[src/assert_macros.svh]
// assertion macros shared by the fifo modules
// each module that asserts supplies clk and rst_n
`ifndef ASSERT_MACROS_SVH
`define ASSERT_MACROS_SVH

// checked on every rising edge once reset is released
`define ASSERT_CLK(label, prop, msg) \
  label: assert property (@(posedge clk) disable iff (!rst_n) (prop)) else $error(msg);

// checked on every rising edge, also during reset
`define ASSERT_ALWAYS(label, prop, msg) \
  label: assert property (@(posedge clk) (prop)) else $error(msg);

`endif

[src/cfs_pkg.sv]
// shared types and constants of the circular fifo with search
// no dependencies
package cfs_pkg;

  localparam int DEPTH = 16;
  localparam int PTR_W = $clog2(DEPTH);
  localparam int CNT_W = $clog2(DEPTH + 1);
  localparam int CAP_W = 5;
  localparam int KIND_W = 3;
  localparam int STAT_W = 2;
  localparam int DATA_W = 32;

  // request kinds
  localparam logic [KIND_W-1:0] KIND_ENQ    = 3'd0;
  localparam logic [KIND_W-1:0] KIND_DEQ    = 3'd1;
  localparam logic [KIND_W-1:0] KIND_PEEK   = 3'd2;
  localparam logic [KIND_W-1:0] KIND_CLEAR  = 3'd3;
  localparam logic [KIND_W-1:0] KIND_SEARCH = 3'd4;

  // result status codes
  localparam logic [STAT_W-1:0] ST_OK    = 2'd0;
  localparam logic [STAT_W-1:0] ST_FULL  = 2'd1;
  localparam logic [STAT_W-1:0] ST_EMPTY = 2'd2;

  // controller to datapath
  typedef struct packed {
    logic accept;   // latch request, read slot at head
    logic step;     // search: advance to next slot
    logic finish;   // commit request and load result register
  } cmd_t;

  // datapath to controller
  typedef struct packed {
    logic op_done;  // request can complete this cycle
    logic out_free; // result register free or being drained
  } stat_t;

endpackage

[src/cfs_ctrl.sv]
// controller state machine of the circular fifo with search
// depends on cfs_pkg and assert_macros.svh
`include "assert_macros.svh"

module cfs_ctrl (
  input  logic          clk,
  input  logic          rst_n,
  input  logic          in_valid,
  output logic          in_stall,
  input  cfs_pkg::stat_t stat,
  output cfs_pkg::cmd_t  cmd
);

  typedef enum logic [1:0] {
    S_IDLE = 2'b01,
    S_EXEC = 2'b10
  } state_t;

  state_t state_r, state_nxt;

  always_comb begin
    state_nxt  = state_r;
    cmd.accept = 1'b0;
    cmd.step   = 1'b0;
    cmd.finish = 1'b0;
    unique case (state_r)
      S_IDLE: begin
        if (in_valid) begin
          cmd.accept = 1'b1;
          state_nxt  = S_EXEC;
        end
      end
      S_EXEC: begin
        if (stat.op_done) begin
          if (stat.out_free) begin
            cmd.finish = 1'b1;
            state_nxt  = S_IDLE;
          end
        end else begin
          cmd.step = 1'b1;
        end
      end
      default: state_nxt = S_IDLE;
    endcase
  end

  assign in_stall = (state_r != S_IDLE);

  always_ff @(posedge clk) begin
    if (!rst_n) begin
      state_r <= S_IDLE;
    end else begin
      state_r <= state_nxt;
    end
  end

  `ASSERT_CLK(a_finish_when_done, cmd.finish |-> (stat.op_done && stat.out_free), "finish before done")
  `ASSERT_CLK(a_accept_then_exec, cmd.accept |=> (state_r == S_EXEC), "accept did not start exec")
  `ASSERT_ALWAYS(a_no_finish_idle, !(cmd.finish && (state_r == S_IDLE)), "finish in idle")

endmodule

[src/cfs_dp.sv]
// datapath of the circular fifo with search: slot memory, pointers,
// capacity register, search scan and result register; depends on cfs_pkg and assert_macros.svh
`include "assert_macros.svh"

module cfs_dp (
  input  logic                               clk,
  input  logic                               rst_n,
  input  logic                               cfg_wr_en,
  input  logic [cfs_pkg::CAP_W-1:0]          cfg_wr_data,
  input  logic [cfs_pkg::KIND_W-1:0]         in_kind,
  input  logic signed [cfs_pkg::DATA_W-1:0]  in_value,
  output logic                               out_valid,
  input  logic                               out_stall,
  output logic [cfs_pkg::STAT_W-1:0]         out_status,
  output logic signed [cfs_pkg::DATA_W-1:0]  out_data_out,
  output logic [cfs_pkg::PTR_W-1:0]          out_found_slot,
  output logic [cfs_pkg::CNT_W-1:0]          out_fill_count,
  input  cfs_pkg::cmd_t                      cmd,
  output cfs_pkg::stat_t                     stat
);

  localparam int PW = cfs_pkg::PTR_W;
  localparam int CW = cfs_pkg::CNT_W;
  localparam int DW = cfs_pkg::DATA_W;

  function automatic logic [PW-1:0] ptr_next(input logic [PW-1:0] p,
                                             input logic [CW-1:0] cap);
    logic [CW-1:0] n;
    n = CW'(p) + CW'(1);
    return (n >= cap) ? '0 : n[PW-1:0];
  endfunction

  logic signed [DW-1:0] slots_r [cfs_pkg::DEPTH];
  logic signed [DW-1:0] rdata_r;
  logic signed [DW-1:0] key_r;
  logic [cfs_pkg::KIND_W-1:0] kind_r;
  logic [cfs_pkg::CAP_W-1:0] cap_r;
  logic [PW-1:0] head_r, tail_r, scan_ptr_r, cmp_ptr_r;
  logic [CW-1:0] count_r, idx_r;
  logic [CW-1:0] cap_eff;
  logic [PW-1:0] rd_addr;
  logic rd_en, wr_en, hit;

  logic [PW-1:0] head_nxt, tail_nxt;
  logic [CW-1:0] count_nxt;
  logic [cfs_pkg::STAT_W-1:0] status_nxt;
  logic signed [DW-1:0] data_nxt;
  logic [PW-1:0] slot_nxt;

  logic out_valid_r;
  logic [cfs_pkg::STAT_W-1:0] out_status_r;
  logic signed [DW-1:0] out_data_r;
  logic [PW-1:0] out_slot_r;
  logic [CW-1:0] out_count_r;

  // zero acts as one, beyond depth acts as depth
  always_comb begin
    priority if (cap_r == '0) begin
      cap_eff = CW'(1);
    end else if (CW'(cap_r) > CW'(cfs_pkg::DEPTH)) begin
      cap_eff = CW'(cfs_pkg::DEPTH);
    end else begin
      cap_eff = CW'(cap_r);
    end
  end

  assign rd_en   = cmd.accept | cmd.step;
  assign rd_addr = cmd.accept ? head_r : scan_ptr_r;
  assign hit     = (idx_r < count_r) && (rdata_r == key_r);

  assign stat.op_done  = (kind_r != cfs_pkg::KIND_SEARCH) || hit || (idx_r >= count_r);
  assign stat.out_free = !out_valid_r || !out_stall;

  // slot memory, registered read
  always_ff @(posedge clk) begin
    if (wr_en) begin
      slots_r[tail_r] <= key_r;
    end
    if (rd_en) begin
      rdata_r    <= slots_r[rd_addr];
      cmp_ptr_r  <= rd_addr;
      scan_ptr_r <= ptr_next(rd_addr, cap_eff);
    end
  end

  always_ff @(posedge clk) begin
    if (cmd.accept) begin
      kind_r <= in_kind;
      key_r  <= in_value;
    end
  end

  always_comb begin
    head_nxt   = head_r;
    tail_nxt   = tail_r;
    count_nxt  = count_r;
    status_nxt = cfs_pkg::ST_OK;
    data_nxt   = '0;
    slot_nxt   = '0;
    wr_en      = 1'b0;
    unique case (kind_r)
      cfs_pkg::KIND_ENQ: begin
        if (count_r >= cap_eff) begin
          status_nxt = cfs_pkg::ST_FULL;
        end else begin
          wr_en     = cmd.finish;
          tail_nxt  = ptr_next(tail_r, cap_eff);
          count_nxt = count_r + CW'(1);
        end
      end
      cfs_pkg::KIND_DEQ: begin
        if (count_r == '0) begin
          status_nxt = cfs_pkg::ST_EMPTY;
        end else begin
          data_nxt  = rdata_r;
          head_nxt  = ptr_next(head_r, cap_eff);
          count_nxt = count_r - CW'(1);
        end
      end
      cfs_pkg::KIND_PEEK: begin
        if (count_r == '0) begin
          status_nxt = cfs_pkg::ST_EMPTY;
        end else begin
          data_nxt = rdata_r;
        end
      end
      cfs_pkg::KIND_CLEAR: begin
        head_nxt  = '0;
        tail_nxt  = '0;
        count_nxt = '0;
      end
      cfs_pkg::KIND_SEARCH: begin
        if (hit) begin
          slot_nxt = cmp_ptr_r;
        end else begin
          status_nxt = cfs_pkg::ST_EMPTY;
        end
      end
      default: ;
    endcase
  end

  always_ff @(posedge clk) begin
    if (!rst_n) begin
      cap_r   <= cfs_pkg::CAP_W'(cfs_pkg::DEPTH);
      head_r  <= '0;
      tail_r  <= '0;
      count_r <= '0;
    end else if (cfg_wr_en) begin
      cap_r   <= cfg_wr_data;
      head_r  <= '0;
      tail_r  <= '0;
      count_r <= '0;
    end else if (cmd.finish) begin
      head_r  <= head_nxt;
      tail_r  <= tail_nxt;
      count_r <= count_nxt;
    end
  end

  always_ff @(posedge clk) begin
    if (cmd.accept) begin
      idx_r <= '0;
    end else if (cmd.step) begin
      idx_r <= idx_r + CW'(1);
    end
  end

  always_ff @(posedge clk) begin
    if (!rst_n) begin
      out_valid_r <= 1'b0;
    end else if (cmd.finish) begin
      out_valid_r <= 1'b1;
    end else if (!out_stall) begin
      out_valid_r <= 1'b0;
    end
  end

  always_ff @(posedge clk) begin
    if (cmd.finish) begin
      out_status_r <= status_nxt;
      out_data_r   <= data_nxt;
      out_slot_r   <= slot_nxt;
      out_count_r  <= count_nxt;
    end
  end

  assign out_valid      = out_valid_r;
  assign out_status     = out_status_r;
  assign out_data_out   = out_data_r;
  assign out_found_slot = out_slot_r;
  assign out_fill_count = out_count_r;

  `ASSERT_CLK(a_count_le_cap, count_r <= cap_eff, "entry count above capacity")
  `ASSERT_CLK(a_ptrs_in_range, (CW'(head_r) < cap_eff) && (CW'(tail_r) < cap_eff), "pointer beyond wrap point")
  `ASSERT_CLK(a_out_from_finish, $rose(out_valid_r) |-> $past(cmd.finish), "result without finish")

endmodule

[src/circular_fifo_with_search_unit.sv]
// top level of the circular fifo with search
// instantiates cfs_ctrl and cfs_dp, types from cfs_pkg

// Ring-buffer fifo of signed 32-bit words with a 16-slot store. Each request
// (enqueue, dequeue, peek, clear, search) gives exactly one result with a
// status, a data word, a found slot and the fill count after the request.
// The capacity register (1 to 16, 0 acts as 1, above 16 acts as 16) sets the
// wrap point of the pointers; writing it also empties the fifo. The user must
// see that it is written only while the block is idle; the block does not
// enforce this. Enqueue, dequeue, peek, clear and the unused kinds need no
// scan. A search compares entries from the head up to the first match, or
// all entries when there is no match: the single registered read port of
// the slot memory delivers one entry per cycle to the key compare. The
// result sits in an output register, so a new request is taken while a
// result still waits; a request only holds at its final cycle if the
// previous result has not been taken yet.
module circular_fifo_with_search_unit (
  input  logic                               clk,
  input  logic                               rst_n,
  // configuration
  input  logic                               cfg_wr_en,
  input  logic [cfs_pkg::CAP_W-1:0]          cfg_wr_data,
  // request channel
  input  logic                               in_valid,
  output logic                               in_stall,
  input  logic [cfs_pkg::KIND_W-1:0]         in_kind,
  input  logic signed [cfs_pkg::DATA_W-1:0]  in_value,
  // result channel
  output logic                               out_valid,
  input  logic                               out_stall,
  output logic [cfs_pkg::STAT_W-1:0]         out_status,
  output logic signed [cfs_pkg::DATA_W-1:0]  out_data_out,
  output logic [cfs_pkg::PTR_W-1:0]          out_found_slot,
  output logic [cfs_pkg::CNT_W-1:0]          out_fill_count
);

  // command and status between controller and datapath
  cfs_pkg::cmd_t  cmd;
  cfs_pkg::stat_t stat;

  // controller: idle waits for a request transfer, exec runs the search
  // scan and commits once the result register can take the result
  cfs_ctrl u_ctrl (
    .clk      (clk),
    .rst_n    (rst_n),
    .in_valid (in_valid),
    .in_stall (in_stall),
    .stat     (stat),
    .cmd      (cmd)
  );

  // datapath: slot memory, head/tail/count, capacity and result register
  cfs_dp u_dp (
    .clk            (clk),
    .rst_n          (rst_n),
    .cfg_wr_en      (cfg_wr_en),
    .cfg_wr_data    (cfg_wr_data),
    .in_kind        (in_kind),
    .in_value       (in_value),
    .out_valid      (out_valid),
    .out_stall      (out_stall),
    .out_status     (out_status),
    .out_data_out   (out_data_out),
    .out_found_slot (out_found_slot),
    .out_fill_count (out_fill_count),
    .cmd            (cmd),
    .stat           (stat)
  );

endmodule
[config.mk]
export PLATFORM = sky130hd
export DESIGN_NAME = circular_fifo_with_search_unit
export DESIGN_NICKNAME = d
export VERILOG_FILES = /design/src/cfs_pkg.sv /design/src/cfs_ctrl.sv /design/src/cfs_dp.sv /design/src/circular_fifo_with_search_unit.sv
export VERILOG_INCLUDE_DIRS = /design/src /design/src/src
export SDC_FILE = /design/constraint.sdc
export NUM_CORES = 1
export LEC_CHECK = 0
export ABC_AREA = 1
export BUFFER_PORTS_ARGS = -buffer_cell sky130_fd_sc_hd__buf_4
export CELL_PAD_IN_SITES_DETAIL_PLACEMENT = 0
export CELL_PAD_IN_SITES_GLOBAL_PLACEMENT = 1
export CORE_ASPECT_RATIO = 1.4
export CORE_MARGIN = 2
export CORE_UTILIZATION = 40
export CTS_BUF_LIST = sky130_fd_sc_hd__clkbuf_8
export DETAILED_ROUTE_END_ITERATION = 7
export MAX_ROUTING_LAYER = met4
export PLACE_DENSITY_LB_ADDON = 0.1
export SLEW_MARGIN = 20
export SYNTH_ARGS = -nofsm -noshare
export SYNTH_HDL_FRONTEND = slang
export SYNTH_SLANG_ARGS = --single-unit
[constraint.sdc]
create_clock -name clk -period 6.09 [get_ports clk]
set_input_delay 1.5225 -clock clk [delete_from_list [all_inputs] [get_ports clk]]
set_output_delay 1.5225 -clock clk [all_outputs]
set_load 0.03 [all_outputs]
**Word-level counts from Yosys, hierarchy flattened**

Memories as Yosys holds them, arrays and structs flattened. A register that Yosys moved wholly into a read port is not among the register bits.
Index checks and enable logic that the tools add are counted.

- Add/subtract/negate cells: 6
- $lt $le $gt $ge: 7
- Equality and inequality tests: 15
- Mux-type cells: 32
- Bitwise gates (word level): 3
- Reduce and logical (&&, ||, !) cells: 18

Operator list:

| kind | count |
|---|---|
| $eq 32x32->1 | 1 |
| $ge 5x5->1 | 5 |
| $mux 4 | 5 |
| $mux 5 | 4 |
| $pmux 4 s2 | 2 |
| $add 4x1->5 const B | 3 |
| $pmux 5 s3 | 1 |
| $mux 1 | 12 |
| $mux 2 | 6 |
| $add 5x1->5 const B | 2 |
| $logic_not 5->1 | 2 |
| $ne 2x2->1 const B | 5 |
| $reduce_and 3->1 | 3 |
| $eq 3x2->1 const B | 2 |
| $pmux 2 s3 | 1 |
| $reduce_or 2->1 | 3 |
| $gt 5x5->1 const B | 1 |
| $lt 5x5->1 | 1 |
| $sub 5x1->5 const B | 1 |
| $ne 2x1->1 const B | 2 |
| $pmux 2 s2 | 1 |
| $reduce_bool 2->1 | 2 |
| $eq 3x1->1 const B | 1 |
| $eq 3x3->1 const B | 1 |
| other kinds (10) | 14 |

- Bits in registers: 112
- Memory bits (writable): 512
- Output and inout port bits: 45
- Word-level logic and storage cells: 97
- Memories kept: 1

Memory list:

| name | depth | width | rd ports | clocked after Yosys merged registers in | wr ports | line | RTL |
|---|---|---|---|---|---|---|---|
| u_dp.slots_r | 16 | 32 | 1 | 1 | 1 | cfs_dp.sv:33 | `logic signed [DW-1:0] slots_r [cfs_pkg::DEPTH];` |

**Logic depth before layout (Yosys ltp)**

- Depth in word-level cells: 10
- Depth in mapped cells: 18
- Mapped depth without buffers: 16

**By module**

Synthesis repeated with hierarchy kept, for this count alone.

- Cell total of the unflattened synthesis: 2229
- Area total of the unflattened synthesis: 27360.0 um2

By module, submodules not included:

| module | times used | cells an instance | area each (um2) | seq. area each (um2) |
|---|---|---|---|---|
| cfs_dp | 1 | 2213 | 27249.9 | 19398.6 |
| cfs_ctrl | 1 | 16 | 110.1 | 40.0 |

**Worst setup path after synthesis**

No wires, ideal clock.

- Path type: in2reg
- Start: input out_stall
- End: memory u_dp.slots_r[15][0] in the netlist's numbering (enable)
- Arrival time: 5.040 ns
- Data required time: 5.588 ns
- Path slack: 0.549 ns
- Stages: 4
- Cell sequence: nand2_1 -> nand3_1 -> buf_2 -> nor4_1

- Cells in the longest elaborated chain, start to end: 9

Ends and longest elaborated chain:

| what | line | RTL |
|---|---|---|
| start, declared | circular_fifo_with_search_unit.sv:30 | `input logic out_stall,` |
| $logic_not 1->1 | cfs_dp.sv:72 | `assign stat.out_free = !out_valid_r \|\| !out_stall;` |
| $logic_or 1x1->1 | cfs_dp.sv:72 |  |
| $mux 1 | cfs_ctrl.sv:35 | `if (stat.out_free) begin` |
| $mux 1 | cfs_ctrl.sv:34 | `if (stat.op_done) begin` |
| $mux 2 | cfs_ctrl.sv:26 | `unique case (state_r)` |
| $mux 1 | cfs_dp.sv:103 | `if (count_r >= cap_eff) begin` |
| $mux 1 | cfs_dp.sv:101 | `unique case (kind_r)` |
| $mux 1 | cfs_dp.sv:76 | `if (wr_en) begin` |
| $mux 1 (implied by the code) | cfs_dp.sv:77 | `slots_r[tail_r] <= key_r;` |
| end, declared | cfs_dp.sv:33 |  |

Every way passes these cells.

**Worst setup path in the final report**

- Start: register u_dp.key_r[30]
- End: memory u_dp.slots_r[10][14] in the netlist's numbering (enable)

- Cells in the longest elaborated chain, start to end: 10

Ends and longest elaborated chain:

| what | line | RTL |
|---|---|---|
| start, declared | cfs_dp.sv:35 | `logic signed [DW-1:0] key_r;` |
| start signal, assigned | cfs_dp.sv:89 | `key_r <= in_value;` |
| $eq 32x32->1 | cfs_dp.sv:69 | `assign hit = (idx_r < count_r) && (rdata_r == key_r);` |
| $logic_and 1x1->1 | cfs_dp.sv:69 |  |
| $logic_or 1x1->1 (2 in series) | cfs_dp.sv:71 | `assign stat.op_done = (kind_r != cfs_pkg::KIND_SEARCH) \|\| hit \|\| (idx_r >= count_r);` |
| $mux 1 | cfs_ctrl.sv:34 |  |
| $mux 2 | cfs_ctrl.sv:26 |  |
| $mux 1 | cfs_dp.sv:103 |  |
| $mux 1 | cfs_dp.sv:101 |  |
| $mux 1 | cfs_dp.sv:76 |  |
| $mux 1 (implied by the code) | cfs_dp.sv:77 |  |

Every way passes these cells.

==> metrics.md <==
| Metric | Value |
|---|---|
| Status | `finished, final reports clean` |
| Worst Hold Depth | `2` |
| Leak | `10.3 nW` |
| Peak VDD IR | `155 uV` |
| WS Path Type | `reg -> reg` |
| Drt via density | `between 5 and 6` |
| Hold WS | `between 0.5 and 0.6 ns` |
| Top-count cell post-synth | `edfxtp_1` |
| Max-Cap Viols | `0` |
| Async SR Flop Fraction | `0` |
| Largest net degree at the start of global routing | `131` |
| Clk Latency, worst-skew pair | `about 0.7 ns` |
| Final min period | `approximately 4.4 ns` |
| Worst-Margin Slew | `0.976 ns` |
| Die Area | `0.0679 mm2` |
| Worst r2r dst | `u_dp.slots_r[10][14]` |
| Mapped cell area | `0.0263 mm2` |
| Mapped Cells | `approximately 2.0k` |
| Clock sinks | `656` |
| Core box area | `roughly 0.065 mm2` |
| Combinational group share of total power | `0.102` |
| Final count of pins violating max slew | `0` |
| Worst-case reg-to-reg path depth | `12` |
| Clock share of power | `0.359` |
| Nets | `2222` |
| Min-Delay Endpoint | `u_dp.idx_r[0]` |
| Setup TNS | `0 ns` |
| Worst rel slew slack | `0.349` |
| Reg power frac | `0.538` |
| I/O pins | `90` |
| Ys flop type | `edfxtp_1` |
| RSZ-0062 raised after global routing | `false` |
| Starting density of the core | `0.404` |
| Crit path DAT | `4.76 ns` |
| Post-route ant nets | `0` |
| TritonCTS clock tree | `built` |
| Worst EP required | `6.48 ns` |
| Initial antenna violation count | `1` |
| Synth Register Bits | `around 660` |
| Hold_buf cts | `0` |
| Power Density | `318 mW/mm2` |
| WL final | `between 70000 and 80000 um` |
| Root Driver | `clkbuf_8` |
| # Post-CTS Setup Buffers | `0` |
| Die Ht | `308 um` |
| Worst Hold Class | `reg -> reg` |
| Flop2flop setup slack | `approximately 1.7 ns` |
| Synth top area share | `0.718` |
| CTS max path bufs | `3` |
| Sw Ratio | `0.262` |
| DRC errors left | `0` |
| Area Growth Syn to Fin | `13.9%` |
| Share of layout cells above drive strength 1 | `0.134` |
| Reg2reg start | `u_dp.key_r[30]` |
| Netlist cell types | `35` |
| Routed vias | `16.6k` |
| GRT Total Usage | `0.222` |
| Sw power | `between 2 and 2.5 mW` |
| Top cells by count, synth | `edfxtp_1 (630), nor2_1 (378), o21ai_0 (216), nand2_1 (162), inv_1 (97)` |
| Final Hold Fails | `0` |
| H-tree depth | `3` |
| EDFF count, synth | `630` |
| Setup-failing EPs final | `0` |
| Critical-path maximum fanout | `20` |
| Vias in the first global route | `about 17k` |
| Worst-path clk slew | `0.06 ns` |
| Synth area leaders | `edfxtp_1 (72%), nor2_1 (5.4%), o21ai_0 (4.1%)` |
| FMAX | `around 230 MHz` |
| Fin crit share | `0.718` |
| DP Wirelength | `between 30000 and 40000 um` |
| Post-synth top area cell | `edfxtp_1` |
| Initial DRC count | `1461` |
| Startpoint Class | `flip-flop` |
| CTS Buf Count | `slightly above 100` |
| Num rows | `111` |
| Mapped Nets | `2092` |
| GPL Wtd Cong | `about 0.75` |
| Hold_sp | `u_dp.idx_r[0]` |
| First-pass GRT wire length | `between 100000 and 150000 um` |
| Mean area per synthesized cell | `13.1 um2` |
| GR Overflow Total | `0` |
| Int Power | `7.04 mW` |
| Final core occ | `0.459` |
| Wire length per cell | `23.8 um` |
| Clk_skew | `0.0298 ns` |
| Die Width | `221 um` |
| IO buf count | `89` |
| DRT Pass-1 Iters | `6` |
| Crit. End Element | `flip-flop` |
| Seq/Total Area, Yosys | `0.738` |
| Warnings, synthesis | `0` |
| Resized cells post-CTS | `0` |
worst max-delay path by stage:
| stage | startpoint | to | slack [ns] | cells past startpoint |
|---|---|---|---|---|
| after floorplan | out_stall | u_dp.slots_r[15][0] | 0.55 | 4 |
| after global placement | in_valid | u_dp.scan_ptr_r[3] | 1.03 | 14 |
| after detailed placement | in_valid | u_dp.scan_ptr_r[3] | 1.04 | 14 |
| after CTS | u_dp.key_r[30] | u_dp.slots_r[10][12] | 1.64 | 12 |
| after global routing | u_dp.key_r[30] | u_dp.slots_r[10][22] | 1.36 | 12 |
| final | u_dp.key_r[30] | u_dp.slots_r[10][14] | 1.72 | 12 |
final cells by class:
| cell class | count | area (um2) |
|---|---|---|
| Clock buffer | 106 | 1460 |
| Tap cell | 847 | 1060 |
| Multi-Input combinational cell | 1145 | 6140 |
| Fill cell | 5960 | 35300 |
| Inverter | 103 | 398 |
| Sequential cell | 656 | 19400 |
| Antenna cell | 2 | 5.00 |
| Timing Repair Buffer | 135 | 1100 |
| Clock inverter | 79 | 389 |
metrics by stage:
| step | worst slack, ns | instance area, um2 | power, mW | instances |
|---|---|---|---|---|
| CTS | 1.64 | 30000 | 9.63 | 3071 |
| global placement | 1.03 | 28100 | 6.20 | 2886 |
| floorplan | 0.549 | 26300 | 5.85 | 2013 |
| finish | 1.72 | 30000 | 9.53 | 3073 |
| global route | 1.36 | 30000 | 9.93 | 3073 |
| detailed placement | 1.04 | 28100 | 6.21 | 2886 |
worst max-delay path, cell delays in order, from the launching register on:
cell and delay [ns]:
edfxtp_1 0.63, xnor2_1 0.73, nand2_1 0.11, nor2_1 0.19, nand2_1 0.08, nor2_1 0.37, nand3_1 0.16, nand3_1 0.17
nand3_1 0.11, nor2_1 0.23, nand2_1 0.31, nor2_4 0.61, buf_12 0.30
layout by cell type, fill, tap and decap left out, types with 6 or more instances in the layout:
cell,instances
o211ai_1,65
o21ai_1,55
nand4_1,12
o22ai_1,67
buf_4,128
xor2_1,8
o221ai_1,64
a21oi_1,17
clkinv_1,25
nor3_1,6
o21ai_0,216
nor2_4,15
buf_12,7
inv_1,124
edfxtp_1,630
dfxtp_1,26
ha_1,34
clkbuf_8,106
nand3_1,19
clkinv_2,21
nor2_1,363
xnor2_1,24
nand2_1,161
kinds of logic (layout without fill, tap and decap cells):
group,after synthesis,after routing,synth area share
buf+inv,212,423,0.0346
flops,656,656,0.738
other cells,0,2,0
fa+ha+maj,34,34,0.0162
simple gates,583,583,0.0864
xor+xnor,32,32,0.0106
compound gates,496,496,0.114
power groups by stage:
| stage | combinational (mW) | sequential (mW) | clock [mW] |
|---|---|---|---|
| 4_1_cts | 0.985 | 5.13 | 3.51 |
| 6_report | 0.973 | 5.13 | 3.43 |
| 2_1_floorplan | 0.646 | 5.20 | 0 |
| 5_1_grt | 1.08 | 5.14 | 3.71 |
| 3_3_place_gp | 0.975 | 5.22 | 0 |
| 3_5_place_dp | 0.982 | 5.23 | 0 |
flip-flops by register name (all words and copies together), names as in the netlist:
| signal | cells |
|---|---|
| u_dp.slots_r | 512 |
| u_dp.key_r | 32 |
| u_dp.out_data_out | 32 |
| u_dp.rdata_r | 32 |
| u_dp.cap_r | 5 |
| u_dp.count_r | 5 |
| u_dp.idx_r | 5 |
| u_dp.out_fill_count | 5 |
| u_dp.cmp_ptr_r | 4 |
| u_dp.head_r | 4 |
| u_dp.out_found_slot | 4 |
| u_dp.scan_ptr_r | 4 |
| u_dp.tail_r | 4 |
| u_dp.kind_r | 3 |
| u_ctrl.state_r | 2 |
| u_dp.out_status | 2 |
| u_dp.out_valid | 1 |
layer usage:
metal / track usage / vias to the layer above / wire length (um)
met5: - / - / 0
met1: 0.281 / 8421 / 31900
li1: - / 7661 / -
met2: 0.364 / 426 / 36000
met3: 0.0352 / 119 / 3340
met4: 0.0774 / 0 / 2060
Note: power is estimated with default switching activity, not from simulation.
